<file path="src/hw/rtl/sli_pkg.sv">
// Shared types and constants for the sorted list insert/remove block.
// No dependencies; used by sli_ctrl and sorted_list_insert_remove.
package sli_pkg;

  localparam int DEF_CAPACITY = 16;
  localparam int VALUE_W      = 32;
  localparam int COUNT_OUT_W  = 5;

  typedef logic [1:0] status_t;

  localparam status_t ST_OK        = 2'd0;
  localparam status_t ST_FULL      = 2'd1;
  localparam status_t ST_NOT_FOUND = 2'd2;
  localparam status_t ST_EMPTY     = 2'd3;

  localparam logic REQ_INSERT = 1'b0;
  localparam logic REQ_REMOVE = 1'b1;

endpackage

</file>
<file path="src/hw/rtl/sli_ram.sv">
// Generic single-port-write, single-port-read RAM with registered read data.
// No dependencies.
module sli_ram #(
  parameter int WIDTH = 32,
  parameter int DEPTH = 16
) (
  input  logic                     clk,
  input  logic                     we,
  input  logic [$clog2(DEPTH)-1:0] waddr,
  input  logic [WIDTH-1:0]         wdata,
  input  logic                     re,
  input  logic [$clog2(DEPTH)-1:0] raddr,
  output logic [WIDTH-1:0]         rdata
);

  logic [WIDTH-1:0] mem [DEPTH];

  // Write on enable, register read data on enable
  always_ff @(posedge clk) begin
    if (we) begin
      mem[waddr] <= wdata;
    end
    if (re) begin
      rdata <= mem[raddr];
    end
  end

endmodule

</file>
<file path="src/hw/rtl/sli_ctrl.sv">
// Sequencer for the sorted list: walks the entry memory one entry per cycle,
// shifting entries while it searches. Depends on sli_pkg.
module sli_ctrl #(
  parameter int CAPACITY = sli_pkg::DEF_CAPACITY
) (
  input  logic                          clk,
  input  logic                          rst,
  input  logic                          start,
  input  logic                          req_type,
  input  logic signed [sli_pkg::VALUE_W-1:0] value,
  output logic                          busy,
  output logic                          done,
  output sli_pkg::status_t              status,
  output logic [sli_pkg::COUNT_OUT_W-1:0] entry_count,
  // memory port
  output logic                          mem_we,
  output logic [$clog2(CAPACITY)-1:0]   mem_waddr,
  output logic [sli_pkg::VALUE_W-1:0]   mem_wdata,
  output logic                          mem_re,
  output logic [$clog2(CAPACITY)-1:0]   mem_raddr,
  input  logic [sli_pkg::VALUE_W-1:0]   mem_rdata
);

  localparam int IDX_W = $clog2(CAPACITY);
  localparam int CNT_W = $clog2(CAPACITY + 1);

  typedef enum logic [1:0] {S_IDLE, S_INS, S_INS_LAST, S_REM} state_t;

  state_t                             state, state_next;
  logic [CNT_W-1:0]                   count, count_next;
  logic [IDX_W-1:0]                   scan_idx, scan_idx_next;
  logic                               found, found_next;
  logic signed [sli_pkg::VALUE_W-1:0] val, val_next;
  logic                               done_next;
  sli_pkg::status_t                   status_q, status_next;

  logic signed [sli_pkg::VALUE_W-1:0] rd_val;
  logic                               last;
  logic                               hit;

  assign rd_val = $signed(mem_rdata);
  assign last   = (CNT_W'(scan_idx) == count - 1'b1);
  assign hit    = found || (rd_val == val);

  // Compute next state and memory accesses
  always_comb begin
    state_next    = state;
    count_next    = count;
    scan_idx_next = scan_idx;
    found_next    = found;
    val_next      = val;
    done_next     = 1'b0;
    status_next   = status_q;
    mem_we        = 1'b0;
    mem_waddr     = '0;
    mem_wdata     = val;
    mem_re        = 1'b0;
    mem_raddr     = '0;

    case (state)
      S_IDLE: begin
        if (start) begin
          val_next = value;
          if (req_type == sli_pkg::REQ_INSERT) begin
            if (count == CNT_W'(CAPACITY)) begin
              done_next   = 1'b1;
              status_next = sli_pkg::ST_FULL;
            end else if (count == '0) begin
              // empty list: place the value directly
              mem_we      = 1'b1;
              mem_waddr   = '0;
              mem_wdata   = value;
              count_next  = CNT_W'(1);
              done_next   = 1'b1;
              status_next = sli_pkg::ST_OK;
            end else begin
              // start at the top entry and walk down
              mem_re        = 1'b1;
              mem_raddr     = IDX_W'(count - 1'b1);
              scan_idx_next = IDX_W'(count - 1'b1);
              state_next    = S_INS;
            end
          end else begin
            if (count == '0) begin
              done_next   = 1'b1;
              status_next = sli_pkg::ST_EMPTY;
            end else begin
              // start at the bottom entry and walk up
              mem_re        = 1'b1;
              mem_raddr     = '0;
              scan_idx_next = '0;
              found_next    = 1'b0;
              state_next    = S_REM;
            end
          end
        end
      end

      S_INS: begin
        mem_we    = 1'b1;
        mem_waddr = scan_idx + 1'b1;
        if (rd_val >= val) begin
          // shift this entry up one place
          mem_wdata = mem_rdata;
          if (scan_idx == '0) begin
            state_next = S_INS_LAST;
          end else begin
            mem_re        = 1'b1;
            mem_raddr     = scan_idx - 1'b1;
            scan_idx_next = scan_idx - 1'b1;
          end
        end else begin
          // insertion point found above this entry
          mem_wdata   = val;
          count_next  = count + 1'b1;
          done_next   = 1'b1;
          status_next = sli_pkg::ST_OK;
          state_next  = S_IDLE;
        end
      end

      S_INS_LAST: begin
        mem_we      = 1'b1;
        mem_waddr   = '0;
        mem_wdata   = val;
        count_next  = count + 1'b1;
        done_next   = 1'b1;
        status_next = sli_pkg::ST_OK;
        state_next  = S_IDLE;
      end

      S_REM: begin
        // once the match is passed, move each entry down one place
        if (found) begin
          mem_we    = 1'b1;
          mem_waddr = scan_idx - 1'b1;
          mem_wdata = mem_rdata;
        end
        if (last) begin
          done_next  = 1'b1;
          state_next = S_IDLE;
          if (hit) begin
            count_next  = count - 1'b1;
            status_next = sli_pkg::ST_OK;
          end else begin
            status_next = sli_pkg::ST_NOT_FOUND;
          end
        end else begin
          mem_re        = 1'b1;
          mem_raddr     = scan_idx + 1'b1;
          scan_idx_next = scan_idx + 1'b1;
          found_next    = hit;
        end
      end

      default: begin
        state_next = S_IDLE;
      end
    endcase
  end

  // Hold state and registered outputs
  always_ff @(posedge clk) begin
    if (rst) begin
      state <= S_IDLE;
      count <= '0;
      done  <= 1'b0;
    end else begin
      state <= state_next;
      count <= count_next;
      done  <= done_next;
    end
    scan_idx <= scan_idx_next;
    found    <= found_next;
    val      <= val_next;
    status_q <= status_next;
  end

  assign busy        = (state != S_IDLE);
  assign status      = status_q;
  assign entry_count = sli_pkg::COUNT_OUT_W'(count);

endmodule

</file>
<file path="src/hw/rtl/sorted_list_insert_remove.sv">
// Sorted list of signed 32-bit values with insert and remove requests.
// Full, empty, and insert into an empty list raise done in the cycle after accept;
// other requests first walk the entries (at most the count), one entry per cycle.
// One transaction at a time: busy stays high while the walk over the entry RAM runs.
// Results cannot be stalled.
// Reset (rst, synchronous) empties the list; RAM contents are not cleared.
module sorted_list_insert_remove #(
  parameter int CAPACITY = sli_pkg::DEF_CAPACITY
) (
  input  logic                                clk,
  input  logic                                rst,
  input  logic                                start,
  output logic                                busy,
  input  logic                                req_type,
  input  logic signed [sli_pkg::VALUE_W-1:0]  value,
  output logic                                done,
  output logic [1:0]                          status,
  output logic [sli_pkg::COUNT_OUT_W-1:0]     entry_count
);

  localparam int IDX_W = $clog2(CAPACITY);

  logic                        mem_we;
  logic [IDX_W-1:0]            mem_waddr;
  logic [sli_pkg::VALUE_W-1:0] mem_wdata;
  logic                        mem_re;
  logic [IDX_W-1:0]            mem_raddr;
  logic [sli_pkg::VALUE_W-1:0] mem_rdata;
  sli_pkg::status_t            status_w;

  // Sequencer
  sli_ctrl #(.CAPACITY(CAPACITY)) u_ctrl (
    .clk         (clk),
    .rst         (rst),
    .start       (start),
    .req_type    (req_type),
    .value       (value),
    .busy        (busy),
    .done        (done),
    .status      (status_w),
    .entry_count (entry_count),
    .mem_we      (mem_we),
    .mem_waddr   (mem_waddr),
    .mem_wdata   (mem_wdata),
    .mem_re      (mem_re),
    .mem_raddr   (mem_raddr),
    .mem_rdata   (mem_rdata)
  );

  // Entry storage
  sli_ram #(.WIDTH(sli_pkg::VALUE_W), .DEPTH(CAPACITY)) u_ram (
    .clk   (clk),
    .we    (mem_we),
    .waddr (mem_waddr),
    .wdata (mem_wdata),
    .re    (mem_re),
    .raddr (mem_raddr),
    .rdata (mem_rdata)
  );

  assign status = status_w;

  // Check sequencing and status consistency
  a_done_idle: assert property (@(posedge clk) disable iff (rst) done |-> !busy)
    else $error("done raised while busy");

  a_accept_progress: assert property (@(posedge clk) disable iff (rst)
    (start && !busy) |=> (busy || done))
    else $error("accepted transaction neither running nor finished");

  a_no_spurious: assert property (@(posedge clk) disable iff (rst)
    (!busy && !start) |=> !done)
    else $error("result without a transaction");

  a_full_count: assert property (@(posedge clk) disable iff (rst)
    (done && status == sli_pkg::ST_FULL) |->
      entry_count == sli_pkg::COUNT_OUT_W'(CAPACITY))
    else $error("full status with wrong count");

  a_empty_count: assert property (@(posedge clk) disable iff (rst)
    (done && status == sli_pkg::ST_EMPTY) |-> entry_count == '0)
    else $error("empty status with nonzero count");

endmodule

</file>
<file path="config.mk">
export PLATFORM = sky130hd
export DESIGN_NAME = sorted_list_insert_remove
export DESIGN_NICKNAME = d
export VERILOG_FILES = /design/src/hw/rtl/sli_pkg.sv /design/src/hw/rtl/sli_ram.sv /design/src/hw/rtl/sli_ctrl.sv /design/src/hw/rtl/sorted_list_insert_remove.sv
export SDC_FILE = /design/constraint.sdc
export NUM_CORES = 1
export LEC_CHECK = 0
export BUFFER_PORTS_ARGS = -buffer_cell sky130_fd_sc_hd__buf_2
export CELL_PAD_IN_SITES_DETAIL_PLACEMENT = 0
export CELL_PAD_IN_SITES_GLOBAL_PLACEMENT = 1
export CORE_ASPECT_RATIO = 1.4
export CORE_UTILIZATION = 57
export DETAILED_ROUTE_END_ITERATION = 7
export PLACE_DENSITY_LB_ADDON = 0.1
export SYNTH_ARGS = -nofsm -noshare
export SYNTH_HDL_FRONTEND = slang
export SYNTH_SLANG_ARGS = --single-unit
</file>
<file path="constraint.sdc">
create_clock -name clk -period 10.8 [get_ports clk]
set_input_delay 0.54 -clock clk [delete_from_list [all_inputs] [get_ports clk]]
set_output_delay 0.54 -clock clk [all_outputs]
set_load 0.05 [all_outputs]
</file>
# Word level (Yosys, flattened, before mapping)

Memories as Yosys holds them, arrays and structs flattened. A register that Yosys moved wholly into a read port is not among the register bits.
Index checks and enable logic that the tools add are counted.

Output and inout bits: 9
Word-level logic and storage cells: 129
Input bits: 36
Bits in writable memories: 512
Memories: 1
Flip-flop bits (word level): 47

Magnitude comparators: 1
Reduce and logical (&&, ||, !) cells: 15
Add/subtract/negate cells: 4
Mux-type cells: 79
Equal/unequal tests: 22

Memory list:

| name      | words | bits a word | rd ports | clocked after Yosys merged registers in | wr ports | RTL line      | RTL |
|---|---|---|---|---|---|---|---|
| u_ram.mem | 16    | 32          | 1        | 1                                       | 1        | sli_ram.sv:16 | `logic [WIDTH-1:0] mem [DEPTH];` |

Operator list:

| operator                                          | count |
|---|---|
| two-way mux 32 bit                                | 6 |
| case mux 32 bit (4 select lines)                  | 1 |
| two-way mux 4 bit                                 | 16 |
| case mux 4 bit (3 select lines)                   | 3 |
| two-way mux 5 bit                                 | 7 |
| == test 32 bit                                    | 1 |
| >= comparator 32 bit                              | 1 |
| two-way mux 2 bit                                 | 16 |
| two-way mux 1 bit                                 | 23 |
| case mux 5 bit (4 select lines)                   | 1 |
| != test 2 bit (second input constant)             | 8 |
| case mux 2 bit (4 select lines)                   | 2 |
| AND reduction 5 bit                               | 3 |
| AND reduction 7 bit                               | 2 |
| != test 2 x 1 -> 1 bit (second input constant)    | 4 |
| != test 3 bit (second input constant)             | 2 |
| case mux 1 bit (3 select lines)                   | 2 |
| adder 5 x 1 -> 5 bit (second input constant)      | 1 |
| == test 4 x 5 -> 1 bit                            | 1 |
| == test 5 bit (second input constant)             | 1 |
| logical NOT 5 bit                                 | 1 |
| subtractor 5 x 1 -> 5 bit (second input constant) | 1 |
| adder 4 x 1 -> 4 bit (second input constant)      | 1 |
| == test 2 bit (second input constant)             | 2 |
| 13 further kinds                                  | 15 |

# Depth between registers and ports, before layout

Word-level depth: 8
Gate-level depth with buffers: 18
Depth with buffers taken out: 13

# Hierarchy

A second synthesis with hierarchy kept.

Cells, all modules: 1430
Area, all modules: 24853.8 um2

By module, submodules not included:

| module   | cells each | instances | area each (um2) |
|---|---|---|---|
| sli_ram  | 838        | 1         | 20155.6 |
| sli_ctrl | 592        | 1         | 4698.3 |

# Least setup slack after synthesis

No wires, ideal clock.

Kind: register to register
Start point: reg u_ctrl.count[0], in the netlist u_ctrl.entry_count[0]
End point: reg u_ram.rdata[0] (read register of u_ram.mem), enable pin
Setup time: 0.432 ns
Cell stages (with the launch flop): 12
Required time: 10.368 ns
Period minus slack after synthesis: 4.337 ns
Setup slack: 6.463 ns
Buffers on the path: 3
Data arrival time: 3.905 ns
Cell sequence: dfxtp_1 -> clkbuf_1 -> inv_1 -> ha_1 -> buf_2 -> xnor2_1 -> a221oi_1 -> o2111ai_1 -> and2_0 -> buf_2 -> a21oi_1 -> a21oi_1

Word-level cells in the longest chain between the ends: 6
Elaborated cells between the ends (all ways): 16
Those cells by class: 1 x add/sub; 2 x eq/ne; 12 x mux; 1 x reduce/logical

RTL lines:

| item                                                              | RTL line                        | RTL |
|---|---|---|
| start, declared                                                   | sli_ctrl.sv:30                  | `logic [CNT_W-1:0] count, count_next;` |
| start signal, assigned                                            | sli_ctrl.sv:170                 | `count <= count_next;` |
| branches (longest 5 deep; another with subtractor 5 x 1 -> 5 bit) | --                              |  |
| case mux 1 bit (3 select lines) *                                 | sli_ctrl.sv:60                  | `case (state)` |
| net mem_re                                                        | sorted_list_insert_remove.sv:26 | `logic mem_re;` |
| end, declared                                                     | sli_ram.sv:13                   | `output logic [WIDTH-1:0] rdata` |

Mark *: on every way through the listed nets, which the timed path passes.
A chain may end at the register's enable or synchronous reset.

# Worst setup path after layout

Start point: reg u_ram.rdata[15] (read register of u_ram.mem)
End point: reg u_ram.rdata[23] (read register of u_ram.mem) (data pin)

Word-level cells in the longest chain between the ends: 3
Elaborated cells between the ends (all ways): 5
Those cells by class: 1 x order compare; 4 x mux

RTL lines:

| item                                                                               | RTL line        | RTL |
|---|---|---|
| >= comparator 32 bit *                                                             | sli_ctrl.sv:102 | `if (rd_val >= val) begin` |
| two-way mux 4 bit or two-way mux 1 bit (tied branches)                             | sli_ctrl.sv:102 |  |
| case mux 4 bit (3 select lines) or case mux 1 bit (3 select lines) (tied branches) | sli_ctrl.sv:60  |  |

Every way passes the cells marked *; elsewhere a longest branch is shown, timed or not.

==> key figures <==
Clock network
  – CTS sink cnt: 591
  – CTS H-tree depth: 2
  – Clock Path Buffers: 3
  – Clk slew on worst S/H paths: 60 ps
  – Setup repair bufs after CTS: 0
  – Hold_buf cts: 0
  – Total CTS buffers: 55
  – Clock latency at the later pin of the worst-skew pair: 600 ps
  – Post-CTS resize count: 0
  – Clock Tree Root: clkbuf_16
  – CTS tree: done

Min path
  – Worst hold-check path type: in2reg

STA
  – Total negative slack: 0 ps
  – Worst setup margin: 5100 ps
  – RSZ-0062 raised after global routing: no
  – Final hold vios: 0
  – Final min period: 5700 ps
  – Setup-failing EPs final: 0
  – Slew at the pin with the worst max-slew slack: 1420 ps
  – Clock Skew: 11.5 ps
  – Final slew viol count: 0
  – Tcrit/Tclk final: 0.527
  – Fmax: 0.176 GHz
  – Slew Limit Headroom: 0.0475
  – Fin Hold WS: 133 ps

Floorplan
  – FP Rows: 93
  – Die area: 47300 um2
  – IO Count: 45
  – Core area: 46000 um2
  – DIE HEIGHT: 257 um
  – Die Wd: 184 um
  – Initial Util: 0.576

Critical path
  – Crit Path Class: reg2reg
  – CP peak stage delay: 960 ps
  – Worst path required time: 11120 ps
  – Critical path fanouts, max: 33
  – Crit path top cell by count: buf_4
  – Endpoint class of the critical path: flop
  – Crit path cell chain: ha_1 > nand4_1 > or4_1 > a21oi_1 > o41a_2 > nor3_2 > o31ai_4 > o22ai_1 > a21oi_4 > buf_4 > or2_1 > buf_4 > a32o_1 > o41ai_2
  – CP arrival: 6020 ps
  – CP max-delay cell: or2_1
  – CP startpoint kind: flop

Global route
  – Largest net degree at the start of global routing: 73
  – Grt ovf: 0
  – Initial antenna violation count: 3
  – Number of global-route vias before repair: 17400
  – All-Layer GR Usage: 0.315
  – First-pass GRT wire length: 110 mm

Synthesis
  – Sequential element share of the synthesized area: 0.668
  – Yosys reg bits: 591
  – Count of flip-flops with a built-in enable after synthesis: 583
  – Post-synthesis async set-or-reset flop share: 0
  – Synthesized area per cell: 13.1 um2
  – Post-Synthesis Cell Area: 26500 um2
  – Yosys cell types: 73
  – Synth Instances: 2025
  – Synthesized Nets: 2104
  – Yosys warns: 0
  – Synth Flop Type: edfxtp_1

Placement
  – Final HPWL DP: 39.7 mm
  – Setup slack at placement: 5150 ps
  – Buffers on Ports: 44
  – Routability cong.: 0.853

Detailed routing
  – Antenna-violating nets left: 0
  – First-iteration detailed-routing DRC count: 1801
  – Vias: 17900
  – Via density per instance: 6.66
  – WL/cell: 27.4 um
  – # DRC: 0
  – Drt pass-1 iters: 5
  – WL final: 73.4 mm

Cells and area
  – Syn-to-layout area delta: 9.76%
  – Layout fillers: 3500
  – Final #Nets: 2100
  – Most frequent cells in the layout: edfxtp_1, nand2_1, nand3_1
  – Ratio of cells with drive above 1 in the final layout: 0.128
  – Most common cell after layout, fill and taps aside: edfxtp_1

Outcome
  – Status: finished clean

Power and ir drop
  – Peak supply drop: 0.217 mV
  – Static Leak: 9.61 nW
  – Pwr Density: 310 nW/um2
  – Final Power: 9.01 mW

Flow run
  – # Max-Cap Violations: 0
==> kinds of logic (layout without fill, tap and decap cells) <==
group,after synthesis,after routing,synth area share
mux,59,59,0.0223
simple gates,575,575,0.103
fa+ha+maj,43,43,0.0203
flops,591,591,0.668
xor+xnor,13,13,0.00482
compound gates,538,538,0.145
buf+inv,206,247,0.0368
other cells,0,1,0
==> worst max-delay path, delay by kind of cell, from the launching register on <==
kind / cells / cell delay (ps)
adder cells (fa/ha/maj): 1 / 360
AO/OA/AOI/OAI: 7 / 1820
AND/OR/NAND/NOR: 4 / 1850
buffers and inverters: 2 / 920
flip-flops: 1 / 420
==> sequential cells by signal (all words and copies together) (netlist names) <==
signal              count
u_ctrl.state            2
u_ctrl.status           2
u_ctrl.val             32
u_ram.mem             512
u_ctrl.found            1
u_ram.rdata            32
u_ctrl.entry_count      5
u_ctrl.scan_idx         4
u_ctrl.done             1
==> cell type report <==
cell class,count,area [um2],area share
inverter,42,158,0.00543
clock buffer,72,1480,0.0511
clock inverter,30,220,0.00758
timing repair buffer,103,663,0.0228
tap,617,772,0.0266
sequential,591,17700,0.608
antenna,1,2.50,0.0000862
multi-input combinational,1228,8070,0.278
==> where the power goes <==
part | internal, mW | switching, mW | total, mW
Combinational | 1.01 | 2.64 | 3.65
Clock | 1.02 | 0.836 | 1.85
Sequential | 3.35 | 0.158 | 3.51
Total | 5.38 | 3.63 | 9.01
==> through the flow <==
stage | utilization | std cells | cell area (um2)
floorplan | - | 2025 | 26500
global placement | 0.594 | 2580 | 27300
detailed placement | 0.594 | 2580 | 27300
CTS | 0.631 | 2682 | 29000
global route | 0.632 | 2684 | 29000
finish | 0.632 | 2684 | 29000
==> synthesized netlist by cell type (34+ instances only) <==
cell,n,area [um2]
a21o_1,34,255
a21oi_1,96,480
a31oi_1,66,413
buf_2,42,210
clkbuf_1,92,345
edfxtp_1,583,17500
ha_1,43,538
inv_1,42,158
mux2i_1,59,591
nand2_1,164,616
nand3_1,138,691
nand4_1,41,257
nor2_1,122,458
nor3_1,44,220
nor4_1,34,213
o211ai_1,36,270
o21ai_0,128,641
==> metal layers <==
layer / vias up / GRT usage / part of all wire
met5: - / 0 / 0.00037
met4: 4 / 0.122 / 0.033
met3: 172 / 0.0425 / 0.075
met2: 853 / 0.522 / 0.49
met1: 8980 / 0.423 / 0.40
li1: 7857 / - / -
==> worst paths after layout <==
path	cells after the start	from	to	slack [ps]
max reg2reg	14	u_ram.rdata[15]	u_ram.rdata[23]	5100
min reg2reg	2	u_ctrl.state[0]	u_ctrl.state[0]	590
min	1	value[10]	u_ctrl.val[10]	130
max	14	u_ram.rdata[15]	u_ram.rdata[23]	5100
Note: power is estimated with default switching activity, not from simulation.
